[src/design/ocme_pkg.sv]
// shared types and constants for the octree child mask expander
// no dependencies; imported by ocme_ctrl, ocme_dpath and the top level
package ocme_pkg;

  localparam int COORD_W     = 24;
  localparam int LEVEL_OUT_W = 4;
  localparam int IN_TDATA_W  = 48;
  localparam int OUT_TDATA_W = 80;

  // configuration register indexes
  localparam logic [1:0] REG_MAX_DEPTH = 2'd0;
  localparam logic [1:0] REG_ROOT_X    = 2'd1;
  localparam logic [1:0] REG_ROOT_Y    = 2'd2;
  localparam logic [1:0] REG_ROOT_Z    = 2'd3;

  // configuration reset values
  localparam logic [2:0]         MAX_DEPTH_RST = 3'd6;
  localparam logic [COORD_W-1:0] ROOT_X_RST    = 24'd640;
  localparam logic [COORD_W-1:0] ROOT_Y_RST    = 24'd0;
  localparam logic [COORD_W-1:0] ROOT_Z_RST    = 24'd0;

  typedef logic signed [COORD_W-1:0] coord_t;

  // request operation codes
  typedef enum logic [1:0] {
    OP_WRITE  = 2'd0,
    OP_START  = 2'd1,
    OP_EXPAND = 2'd2
  } op_t;

  // result status codes
  typedef enum logic [1:0] {
    ST_RUN        = 2'd0,
    ST_DONE       = 2'd1,
    ST_UNWRITTEN  = 2'd2,
    ST_OVERFLOW   = 2'd3
  } status_t;

  // controller to datapath commands
  typedef enum logic [3:0] {
    CMD_IDLE,
    CMD_WRITE,
    CMD_START,
    CMD_EMPTY,
    CMD_POP,
    CMD_LOAD,
    CMD_LATCH,
    CMD_CHILD,
    CMD_FAIL
  } cmd_op_t;

  typedef struct packed {
    cmd_op_t op;
    status_t code;
  } ctl_cmd_t;

  // datapath to controller status
  typedef struct packed {
    logic clear_done;
    logic out_free;
    logic stack_empty;
    logic level_bad;
    logic node_unwritten;
    logic last_child;
  } dp_sts_t;

  // one result item
  typedef struct packed {
    logic                   box_valid;
    coord_t                 box_x;
    coord_t                 box_y;
    coord_t                 box_z;
    logic [LEVEL_OUT_W-1:0] box_level;
    logic                   last;
    status_t                status;
  } result_t;

endpackage

[src/design/ocme_ctrl.sv]
// controller state machine for the octree child mask expander
// depends on ocme_pkg; drives commands into ocme_dpath

module ocme_ctrl
  import ocme_pkg::*;
(
  input  logic     clk,
  input  logic     rst_n,
  input  logic     in_tvalid,
  input  logic [1:0] in_op,
  output logic     in_tready,
  input  dp_sts_t  sts,
  output ctl_cmd_t cmd
);

  typedef enum logic [2:0] {
    S_IDLE,
    S_POP,
    S_READ,
    S_CHILD,
    S_FAIL
  } state_t;

  state_t  state_r, state_nxt;
  status_t fail_r, fail_nxt;
  logic    accept;

  assign in_tready = (state_r == S_IDLE) && sts.clear_done && sts.out_free;
  assign accept    = in_tvalid && in_tready;

  // next state and command decode
  always_comb begin
    state_nxt = state_r;
    fail_nxt  = fail_r;
    cmd.op    = CMD_IDLE;
    cmd.code  = fail_r;
    case (state_r)
      S_IDLE: begin
        if (accept) begin
          case (op_t'(in_op))
            OP_WRITE: cmd.op = CMD_WRITE;
            OP_START: cmd.op = CMD_START;
            OP_EXPAND: begin
              if (sts.stack_empty) begin
                cmd.op = CMD_EMPTY;
              end else begin
                cmd.op    = CMD_POP;
                state_nxt = S_POP;
              end
            end
            default: cmd.op = CMD_IDLE;
          endcase
        end
      end
      // popped entry is in the stack read register
      S_POP: begin
        if (sts.level_bad) begin
          fail_nxt  = ST_DONE;
          state_nxt = S_FAIL;
        end else begin
          cmd.op    = CMD_LOAD;
          state_nxt = S_READ;
        end
      end
      // node word is in the memory read register
      S_READ: begin
        if (sts.node_unwritten) begin
          fail_nxt  = ST_UNWRITTEN;
          state_nxt = S_FAIL;
        end else begin
          cmd.op    = CMD_LATCH;
          state_nxt = S_CHILD;
        end
      end
      // one child result per free output slot
      S_CHILD: begin
        if (sts.out_free) begin
          cmd.op = CMD_CHILD;
          if (sts.last_child) begin
            state_nxt = S_IDLE;
          end
        end
      end
      S_FAIL: begin
        if (sts.out_free) begin
          cmd.op    = CMD_FAIL;
          state_nxt = S_IDLE;
        end
      end
      default: state_nxt = S_IDLE;
    endcase
  end

  // state and failure code registers
  always_ff @(posedge clk) begin
    if (!rst_n) begin
      state_r <= S_IDLE;
      fail_r  <= ST_DONE;
    end else begin
      state_r <= state_nxt;
      fail_r  <= fail_nxt;
    end
  end

endmodule

[config.mk]
export PLATFORM = sky130hd
export DESIGN_NAME = ocme_ctrl
export DESIGN_NICKNAME = d
export VERILOG_FILES = /design/src/design/ocme_pkg.sv /design/src/design/ocme_ctrl.sv
export SDC_FILE = /design/constraint.sdc
export NUM_CORES = 1
export LEC_CHECK = 0
export BUFFER_PORTS_ARGS = -buffer_cell sky130_fd_sc_hd__buf_4
export CAP_MARGIN = 20
export CORE_AREA = 2 2 39 41
export DETAILED_ROUTE_END_ITERATION = 8
export DIE_AREA = 0 0 41 43
export PLACE_DENSITY = 0.55
export SLEW_MARGIN = 10
export SYNTH_ARGS = -nofsm -noshare
export SYNTH_HDL_FRONTEND = slang
export SYNTH_SLANG_ARGS = --single-unit
[constraint.sdc]
create_clock -name clk -period 1.9 [get_ports clk]
set_input_delay 0.285 -clock clk [delete_from_list [all_inputs] [get_ports clk]]
set_output_delay 0.285 -clock clk [all_outputs]
set_load 0.01 [all_outputs]
; Yosys cells after proc, flatten, opt, wreduce, memory -nomap -nowiden
; Cells that the tools add are included.
; Widths: inputs -> output; s select.
[op_classes]
n_lt_le_gt_ge = 0
n_addsub = 0
mux = 20
n_reduce_logical = 8
mul = 0
n_div = 0
shifts = 0
eq_ne = 14
bitwise_logic = 0
[op_table]
columns = cell, n
row1 = $mux 3, 13
row2 = $pmux 4 s5, 1
row3 = $pmux 3 s5, 1
row4 = $ne 2x2->1 const B, 7
row5 = $pmux 3 s3, 1
row6 = $eq 3x2->1 const B, 2
row7 = $reduce_and 6->1, 1
row8 = $mux 2, 2
row9 = $mux 4, 1
row10 = $pmux 2 s2, 1
row11 = $eq 3x1->1 const B, 1
row12 = $eq 3x3->1 const B, 1
row13 = $logic_and 1x1->1, 3
row14 = $logic_not 3->1, 1
row15 = $reduce_and 3->1, 1
row16 = $eq 2x1->1 const B, 1
row17 = $eq 2x2->1 const B, 1
row18 = $logic_not 2->1, 1
row19 = $ne 2x1->1 const B, 1
row20 = $reduce_bool 2->1, 1
[word_totals]
latchBits = 0
mem_bits_ro = 0
wordCells = 44
out_inout_bits = 7
memories = 0
mem_bits_rw = 0
inputBits = 11
regBits = 5

; Logic depth before layout (Yosys ltp)
; Gate-level depths: netlist of the first run.
[logic_depth]
word_depth = 6
ltp_mapped = 4
ltp_nobuf = 3

; Worst setup path after synthesis of the first run
; OpenSTA, ideal clock, no wires.
[synth_timing]
path_kind = reg-to-output
from = register state_r[2]
to = output cmd[2] (netlist name)
arrival_time_ps = 1103
path_stages_with_launch = 5
slack_ps = 512
path_buffers = 1
t_required_ps = 1615
cell_sequence = dfxtp_1 > buf_4 > nor4b_4 > nand4b_1 > o22ai_1
[synth_lines]
columns = element, line
row1 = from (decl), ocme_ctrl.sv:24  ; state_t state_r, state_nxt;
row2 = from (signal assigned), ocme_ctrl.sv:100  ; state_r <= state_nxt;
row3 = to (decl), ocme_ctrl.sv:13  ; output ctl_cmd_t cmd

==> results of run 1 <==
synthesized netlist by cell type, drive strengths merged:
master	n
o311a	1
a2111oi	1
nor3	1
nor3b	1
nand2b	4
nor4b	2
inv	3
a21oi	2
buf	4
and2b	1
nor2b	1
nand3	3
o32ai	1
nand4b	1
o221ai	1
and3	1
o21ai	1
o221a	1
dfxtp	5
nand3b	2
o21a	1
nor2	2
and2	1
a31oi	2
o22ai	2
mux2i	1
nand2	5
metal layers:
layer  up-vias  share of wire  GRT usage
met5         -              0          0
met4         0          0.010      0.100
met3         2          0.079     0.0157
met2        14           0.46      0.172
met1       197           0.45      0.170
li1        226              -          -
area by class of cell:
class	count	share of cell area
multi-input combinational	39	0.487
timing repair buffer	18	0.236
sequential	5	0.177
clock buffer	4	0.0459
tap	16	0.0349
inverter	3	0.0197
flip-flops by register name, summed over array words and instances (netlist names):
name     cells
state_r      3
fail_r       2
worst paths after layout:
kind | cells after the start | endpoint | start | slack (ns)
worst max-delay path | 4 | cmd[2] | state_r[1] | 0.18
worst min-delay path | 2 | fail_r[0] | rst_n | 0.27
worst min register to register | 2 | fail_r[0] | fail_r[0] | 0.51
worst max register to register | 3 | fail_r[0] | state_r[1] | 0.63
power groups by stage:
| stage | Clock, mW | Sequential, mW | Combinational (mW) |
|---|---|---|---|
| 2_1_floorplan | 0 | 0.113 | 0.0438 |
| 5_1_grt | 0.130 | 0.116 | 0.0782 |
| 4_1_cts | 0.128 | 0.115 | 0.0722 |
| 6_report | 0.120 | 0.115 | 0.0716 |
| 3_3_place_gp | 0 | 0.117 | 0.0720 |
| 3_5_place_dp | 0 | 0.117 | 0.0719 |
logic make-up (layout without fill, tap and decap cells):
kind of cell | after synthesis | after routing | synth area share
compound gates | 13 | 13 | 0.235
buf+inv | 7 | 25 | 0.122
simple gates | 25 | 25 | 0.388
flops | 5 | 5 | 0.232
mux | 1 | 1 | 0.0232
==> metrics.md, run 1 <==
| Metric | Value |
|---|---|
| Syn Area/Cell | 8.46 um^2 |
| Setup Crit Path Kind | register to output port |
| Global Route Usage Sum | 0.126 |
| Area after DPL | 546 um^2 |
| DR pass1 iterations | 4 |
| Total vias in the final route | 439 |
| Post-synth top area share | 0.232 |
| Reg power frac | 0.376 |
| P_int | 228 uW |
| Switching part of the total | 0.255 |
| Synth area leader | dfxtp_1 |
| Initial antenna violation count | 0 |
| FILL cells | 150 |
| Post-CTS resize count | 0 |
| Commonest non-fill, non-tap cell in the layout | buf_4 |
| CP max-delay cell | dfxtp_1 |
| Post-CTS setup buffers | 0 |
| DR DRC count | 0 |
| Synth Cell Area | 432 um^2 |
| Share of cells above drive strength 1 | 0.391 |
| Pre-CTS setup slack | 0.357 ns |
| Final count of pins violating max slew | 0 |
| Cell row count | 14 |
| Most frequent cells in the layout | buf_4, nand2_1, nand2b_1, dfxtp_1 |
| HP Class | input pin to register |
| Die W | 41 um |
| Slew headroom | 0.739 |
| Fmax | 0.581 GHz |
| Final Worst Setup Slack | 0.177 ns |
| Crit. End Element | output port |
| Clk sinks | 5 |
| Clock Path Buffers | 2 |
| Cell family contributing the most delay on the critical path | simple AND/OR/NAND/NOR gates |
| Die area | 1760 um^2 |
| Hold_buf cts | 0 |
| Worst setup SP type | register |
| Number of global-route vias before repair | 365 |
| Overflow after GRT | 0 |
| Worst-Margin Slew | 0.391 ns |
| Sum Neg Setup Slack | 0 ns |
| Initial core utilization | 0.312 |
| Clock power share | 0.390 |
| Wire length per cell | 11.6 um |
| CTS tree | yes |
| Setup violators final | 0 |
| Max-cap violations | 0 |
| Maximum vdd ir drop | 279 uV |
| Crit-path max cell delay | 0.42 ns |
| Switching power | 78.3 uW |
| Port buffer count | 17 |
| Ant. Diodes | 0 |
| Cell variety after synth | 30 |
| Final std cells w/o fill | 85 |
| First-pass GRT wire length | 1500 um |
| Root Driver | clkbuf_4 |
| Gate power share | 0.233 |
| RSZ-0062 raised after global routing | false |
| Ports | 18 |
| Period utilisation layout | 0.907 |
| RD Place Congestion | 0.714 |
| Die height | 43 um |
| DRT Wirelength | 985 um |
| Clock skew | 0.00175 ns |
| Net Count, Synth | 62 |
| Arr. time, crit path | 1.44 ns |
| 1st-iter DRT viols | 5 |
| Required time worst endpoint | 1.62 ns |
| Placed cells | 81 |
| Syn-to-layout area delta | 32.8% |
| Fin. Hold Viols | 0 |
| Yosys reg bits | 5 |
| Worst hold margin | 0.269 ns |
| Power per cell area | 535 nW/um^2 |
| CP Buf/Inv Count | 1 |
| H-tree levels | 1 |
| Vias/cell | 5.16 |
| CP cell instances | nor4b_4 > nand4b_1 > o22ai_1 > buf_4 |
| Crit path max fanout | 12 |
| Synth warn | 0 |
| FF+latch area | 101 um^2 |
| Largest cells by area after synthesis | dfxtp_1, buf_6, nand2b_1 |
| Multi-input logic area | 279 um^2 |
| Status | finished clean |
| Fin util | 0.414 |
| CTS clk-pin slew, worst paths | 0.04 ns |
| Leak pwr | 0.249 nW |
| Final-stage net count | 81 |
| Core ar. | 1380 um^2 |
| DPL Wire Length | 767 um |
| Antenna viol nets, final | 0 |
| Cells after Synth | 51 |
| Fin area | 573 um^2 |
| Clk Latency, worst-skew pair | 0.24 ns |
| Total power | 307 uW |
| Largest net degree at the start of global routing | 13 |
| Register area share after synthesis | 0.232 |
| Final min period | 1.72 ns |
| CTS buffer count | 3 |
No activity file was read; power rests on OpenSTA's default activity.
==> run 2: changes to the inputs <==
--- a/config.mk
+++ b/config.mk
@@ -6,11 +6,10 @@
 export NUM_CORES = 1
 export LEC_CHECK = 0
 export BUFFER_PORTS_ARGS = -buffer_cell sky130_fd_sc_hd__buf_4
-export CAP_MARGIN = 20
 export CORE_AREA = 2 2 39 41
 export DETAILED_ROUTE_END_ITERATION = 8
 export DIE_AREA = 0 0 41 43
-export PLACE_DENSITY = 0.55
+export PLACE_DENSITY_LB_ADDON = 0.3
 export SLEW_MARGIN = 10
 export SYNTH_ARGS = -nofsm -noshare
 export SYNTH_HDL_FRONTEND = slang
==> run 2 against run 1 <==
Routed wire length fell by 5.7%. Global-route usage down 0.99 points. Sequential cell count did not move. Design area shrank 1.5%. Power up 0.14%. Critical path depth unchanged. Count of clock-buffer cells in the layout is the same. Register-to-register slack about the same. Die area unchanged. Hold slack lost 0.0027 ns. Critical path type unchanged. Highest routed layer is now met3.
==> metrics.md, run 2 (same netlist as run 1, synthesis figures left out) <==
| Metric | Value |
|---|---|
| Max-cap violations | 0 |
| Die area | 1760 um^2 |
| Slew headroom | 0.704 |
| Period utilisation layout | 0.940 |
| Share of cells above drive strength 1 | 0.368 |
| Placed cells | 80 |
| Switching power | 79.5 uW |
| Maximum vdd ir drop | 276 uV |
| CTS clk-pin slew, worst paths | 0.04 ns |
| FF+latch area | 100 um^2 |
| Gate power share | 0.226 |
| H-tree levels | 1 |
| Max reg flops | 3 |
| Global Route Usage Sum | 0.116 |
| Syn-to-layout area delta | 30.7% |
| Fin area | 564 um^2 |
| Hold_buf cts | 0 |
| R2R Setup Slk | 0.63 ns |
| DRT Wirelength | 929 um |
| Crit path max fanout | 12 |
| Clock power share | 0.397 |
| Overflow after GRT | 0 |
| Largest net degree at the start of global routing | 13 |
| RSZ-0062 raised after global routing | false |
| Fmax | 0.560 GHz |
| FILL cells | 150 |
| Final Worst Setup Slack | 0.113 ns |
| Core ar. | 1380 um^2 |
| Port buffer count | 17 |
| Hold depth | 2 |
| Antenna viol nets, final | 0 |
| Pre-CTS setup slack | 0.360 ns |
| HP Start | rst_n |
| Multi-input logic area | 279 um^2 |
| Final count of pins violating max slew | 0 |
| Arr. time, crit path | 1.50 ns |
| Number of global-route vias before repair | 349 |
| Ant. Diodes | 0 |
| Reg power frac | 0.377 |
| Initial core utilization | 0.312 |
| Die W | 41 um |
| Final-stage net count | 80 |
| CTS buffer count | 3 |
| Worst hold endpoint | fail_r[0] |
| Clock Path Buffers | 2 |
| CTS tree | yes |
| Post-CTS setup buffers | 0 |
| Final std cells w/o fill | 84 |
| Clk Latency, worst-skew pair | 0.24 ns |
| Status | finished clean |
| Sum Neg Setup Slack | 0 ns |
| DR DRC count | 0 |
| Total power | 307 uW |
| Leak pwr | 0.243 nW |
| Final min period | 1.79 ns |
| Switching part of the total | 0.259 |
| HP Class | input pin to register |
| Area after DPL | 538 um^2 |
| Worst setup SP type | register |
| Worst hold margin | 0.266 ns |
| RD Place Congestion | 0.697 |
| RR Endpoint | fail_r[1] |
| Power per cell area | 544 nW/um^2 |
| Reg2Reg Depth | 3 |
| Die height | 43 um |
| P_int | 228 uW |
| FF-to-FF Start | state_r[0] |
| Ports | 18 |
| Setup violators final | 0 |
| Required time worst endpoint | 1.62 ns |
| Vias/cell | 5.18 |
| First-pass GRT wire length | 1400 um |
| Fin util | 0.408 |
| Fin. Hold Viols | 0 |
| Total vias in the final route | 435 |
| Most flops, register | state_r |
| Setup Crit Path Kind | register to output port |
| Cell row count | 14 |
| Crit. End Element | output port |
| Commonest non-fill, non-tap cell in the layout | buf_4 |
| Wire length per cell | 11.1 um |
| Clk sinks | 5 |
| 1st-iter DRT viols | 4 |
| Most frequent cells in the layout | buf_4, nand2_1, dfxtp_1 |
| Root Driver | clkbuf_4 |
| DR pass1 iterations | 4 |
| Worst-Margin Slew | 0.443 ns |
| DPL Wire Length | 715 um |
| Post-CTS resize count | 0 |
| Clock skew | 0.000425 ns |
| Initial antenna violation count | 0 |
| Largest registers | state_r: 3 flops, fail_r: 2 flops |
==> run 2: cell types whose count changed in the layout (fill, tap and decap cells not counted) <==
cell     change
buf_4        -1
dfxtp_2      -1
dfxtp_1      +1
==> run 2: cell type report <==
class / instances / share of cell area
clock buffer: 4 / 0.0466
inverter: 3 / 0.0200
tap: 16 / 0.0355
multi-input combinational: 39 / 0.494
sequential: 5 / 0.177
timing repair buffer: 17 / 0.226
==> run 2: worst max-delay path by stage <==
| stage | start | end | slack (ns) |
|---|---|---|---|
| floorplan | state_r[2] | cmd[2] | 0.51 |
| global route | state_r[0] | cmd[4] | 0.01 |
| CTS | state_r[0] | cmd[4] | 0.1 |
| global placement | state_r[0] | cmd[4] | 0.37 |
| detailed placement | state_r[0] | cmd[4] | 0.36 |
| finish | state_r[0] | cmd[4] | 0.11 |
==> run 2: power by group through the flow <==
stage / sequential [mW] / clock (mW) / combinational, mW
finish: 0.116 / 0.122 / 0.0694
global route: 0.116 / 0.134 / 0.0762
CTS: 0.116 / 0.128 / 0.0701
detailed placement: 0.118 / 0 / 0.0700
global placement: 0.118 / 0 / 0.0697
floorplan: 0.113 / 0 / 0.0438
==> run 2: critical path: stages, from the launching register on <==
cell and delay [ns]:
dfxtp_1 0.44, nor4b_4 0.34, nand4b_1 0.17, o22ai_1 0.18, buf_4 0.14
==> run 2: routing by layer <==
metal,global-route usage,vias to the layer above,share of wire
li1,-,223,-
met4,0.0800,0,0
met3,0.0157,0,0.078
met5,0,-,0
met2,0.172,14,0.47
met1,0.148,198,0.46
==> run 3: changes to the inputs <==
--- a/config.mk
+++ b/config.mk
@@ -5,10 +5,11 @@
 export SDC_FILE = /design/constraint.sdc
 export NUM_CORES = 1
 export LEC_CHECK = 0
+export ABC_AREA = 1
 export BUFFER_PORTS_ARGS = -buffer_cell sky130_fd_sc_hd__buf_4
-export CORE_AREA = 2 2 39 41
+export CORE_AREA = 4 4 41 43
 export DETAILED_ROUTE_END_ITERATION = 8
-export DIE_AREA = 0 0 41 43
+export DIE_AREA = 0 0 45 47
 export PLACE_DENSITY_LB_ADDON = 0.3
 export SLEW_MARGIN = 10
 export SYNTH_ARGS = -nofsm -noshare
==> run 3 against run 2 <==
Critical path depth increased by 2. Clock power fell by 3%. Sequential cell count did not move. Sequential share of layout area rose by 0.40 points. Area after synthesis fell by 12%. Synthesized cell count rose by 20%. Clock skew increased by 0.0021 ns. First-iteration DRC count rose by 50%. Via count up 1.4%. Critical endpoint is now cmd[3]. Largest power group is now combinational cells.
==> metrics.md, run 3 <==
| Metric | Value |
|---|---|
| GR Util met2 | 0.169 |
| Most common cell in the netlist | nand2_1 |
| Clock Path Buffers | 2 |
| Most frequent cells in the layout | buf_4, nand2_1, inv_1, nand3_1, nor2_1 |
| Ports | 18 |
| DRT Wirelength | 901 um |
| Cell variety after synth | 16 |
| Leak pwr | 0.297 nW |
| Switching part of the total | 0.416 |
| Crit. End Element | output port |
| Worst-Margin Slew | 0.279 ns |
| RD Place Congestion | 0.877 |
| Pre-CTS setup slack | 0.555 ns |
| CTS clk-pin slew, worst paths | 0.04 ns |
| Global Route Usage Sum | 0.108 |
| Clock skew | 0.00257 ns |
| Cells after Synth | 61 |
| Final Worst Setup Slack | 0.300 ns |
| Period utilisation layout | 0.842 |
| Required time worst endpoint | 1.62 ns |
| Cell row count | 13 |
| Net Count, Synth | 72 |
| Dominant register cell in the synthesized netlist | dfxtp_1 |
| Post-CTS setup buffers | 0 |
| Wire length per cell | 9.29 um |
| Most flops, register | state_r |
| Top post-synthesis cells by count | nand2_1, inv_1, nand3_1, nor2_1 |
| DPL Wire Length | 783 um |
| Maximum vdd ir drop | 682 uV |
| Cell family contributing the most delay on the critical path | simple AND/OR/NAND/NOR gates |
| Fin. Hold Viols | 0 |
| Post-CTS resize count | 0 |
| Crit path max fanout | 7 |
| Asr flop ratio synth | 0 |
| Slew headroom | 0.814 |
| Final min period | 1.60 ns |
| P_int | 367 uW |
| Power per cell area | 1140 nW/um^2 |
| Root Driver | clkbuf_4 |
| Initial antenna violation count | 0 |
| CP cell instances | nor2_4 > nand2_2 > nor2_4 > nand4_1 > nand3_1 > buf_4 |
| Port buffer count | 17 |
| H-tree levels | 1 |
| GRT busiest layer | met2 |
| Share of cells above drive strength 1 | 0.341 |
| Switching power | 261 uW |
| Overflow after GRT | 0 |
| Fmax | 0.625 GHz |
| CP max-delay cell | dfxtp_1 |
| Synth warn | 0 |
| Total power | 628 uW |
| Hold_buf cts | 0 |
| Most common cell on crit path | nor2_4 |
| Worst hold margin | 0.270 ns |
| First-pass GRT wire length | 1660 um |
| Die area | 2120 um^2 |
| Vias/cell | 4.55 |
| Antenna viol nets, final | 0 |
| Area after DPL | 526 um^2 |
| Die W | 45 um |
| Clk sinks | 5 |
| Status | finished clean |
| Gate power share | 0.515 |
| RSZ-0062 raised after global routing | false |
| Reg power frac | 0.298 |
| Total vias in the final route | 441 |
| HP Class | input pin to register |
| Arr. time, crit path | 1.32 ns |
| FILL cells | 145 |
| Largest registers | state_r: 3 flops, fail_r: 2 flops |
| Placed cells | 93 |
| Register area share after synthesis | 0.264 |
| DR pass1 iterations | 4 |
| Setup Crit Path Kind | register to output port |
| Fin area | 552 um^2 |
| Worst setup SP type | register |
| Final std cells w/o fill | 97 |
| Final count of pins violating max slew | 0 |
| Die height | 47 um |
| Max-cap violations | 0 |
| Ant. Diodes | 0 |
| CTS buffer count | 3 |
| DR DRC count | 0 |
| Synth area leader | dfxtp_1 |
| Post-synth EDFFs | 0 |
| Clk Latency, worst-skew pair | 0.24 ns |
| CTS tree | yes |
| Yosys reg bits | 5 |
| Met3 Use GR | 0.0460 |
| Commonest non-fill, non-tap cell in the layout | buf_4 |
| Met1 Track Usage GR | 0.134 |
| Max reg flops | 3 |
| Final-stage net count | 94 |
| Synth Cell Area | 379 um^2 |
| Fin util | 0.424 |
| Syn-to-layout area delta | 45.5% |
| Initial core utilization | 0.291 |
| Sum Neg Setup Slack | 0 ns |
| Core ar. | 1300 um^2 |
| Post-synth top area share | 0.264 |
| Clock power share | 0.188 |
| 1st-iter DRT viols | 6 |
| Largest cells by area after synthesis | dfxtp_1, nand2_1, nand3_1 |
| CP Buf/Inv Count | 1 |
| Syn Area/Cell | 6.21 um^2 |
| Setup violators final | 0 |
| Crit-path max cell delay | 0.38 ns |
| Number of global-route vias before repair | 427 |
| Largest net degree at the start of global routing | 8 |
-- run 3: cell count changes in the layout (fill, tap and decap cells not counted), sizes merged, moves of 4 or more --
cell    previous run  this run
nand2b             4         0
inv                3        12
nand4              0         5
nand2              5        15
nand3              3         9
nor2               2         8
-- run 3: cells by family (layout without fill, tap and decap cells) --
logic type / after synthesis / count (layout) / share of synthesized area
and+or+nand+nor: 38 / 38 / 0.525
buffers and inverters: 12 / 33 / 0.119
AOI/OAI and AO/OA: 6 / 6 / 0.0924
DFF: 5 / 5 / 0.264
-- run 3: power by group through the flow --
stage          Clock [mW]  Sequential, mW  Combinational, mW
2_1_floorplan           0           0.191              0.205
3_5_place_dp            0           0.188              0.326
5_1_grt             0.135           0.195              0.369
3_3_place_gp            0           0.188              0.320
6_report            0.118           0.187              0.323
4_1_cts             0.123           0.187              0.327
-- run 3: layout make-up --
cell class / instances / area [um^2] / share of cell area
Sequential cell: 5 / 100 / 0.181
Multi-Input combinational cell: 44 / 234 / 0.424
Clock buffer: 4 / 26.3 / 0.0476
Inverter: 12 / 45.0 / 0.0816
Timing Repair Buffer: 17 / 128 / 0.231
Tap cell: 15 / 18.8 / 0.0340
-- run 3: final timing paths --
check | endpoint | slack (ns) | cells past startpoint | from
max reg2reg | fail_r[0] | 0.75 | 6 | state_r[1]
min | state_r[1] | 0.27 | 3 | rst_n
max | cmd[3] | 0.30 | 6 | state_r[0]
min reg2reg | fail_r[0] | 0.45 | 1 | fail_r[0]
-- run 3: routing by layer --
metal,vias up,part of all wire
li1,240,-
met1,189,0.44
met2,12,0.48
met3,0,0.073
met4,0,0
met5,-,0
-- run 3: worst reg2reg max path, delay by kind of cell, from the launching register on --
family	cells	cell delay, ns
compound gates	1	0.16
flops	1	0.42
buf+inv	2	0.18
simple gates	3	0.29
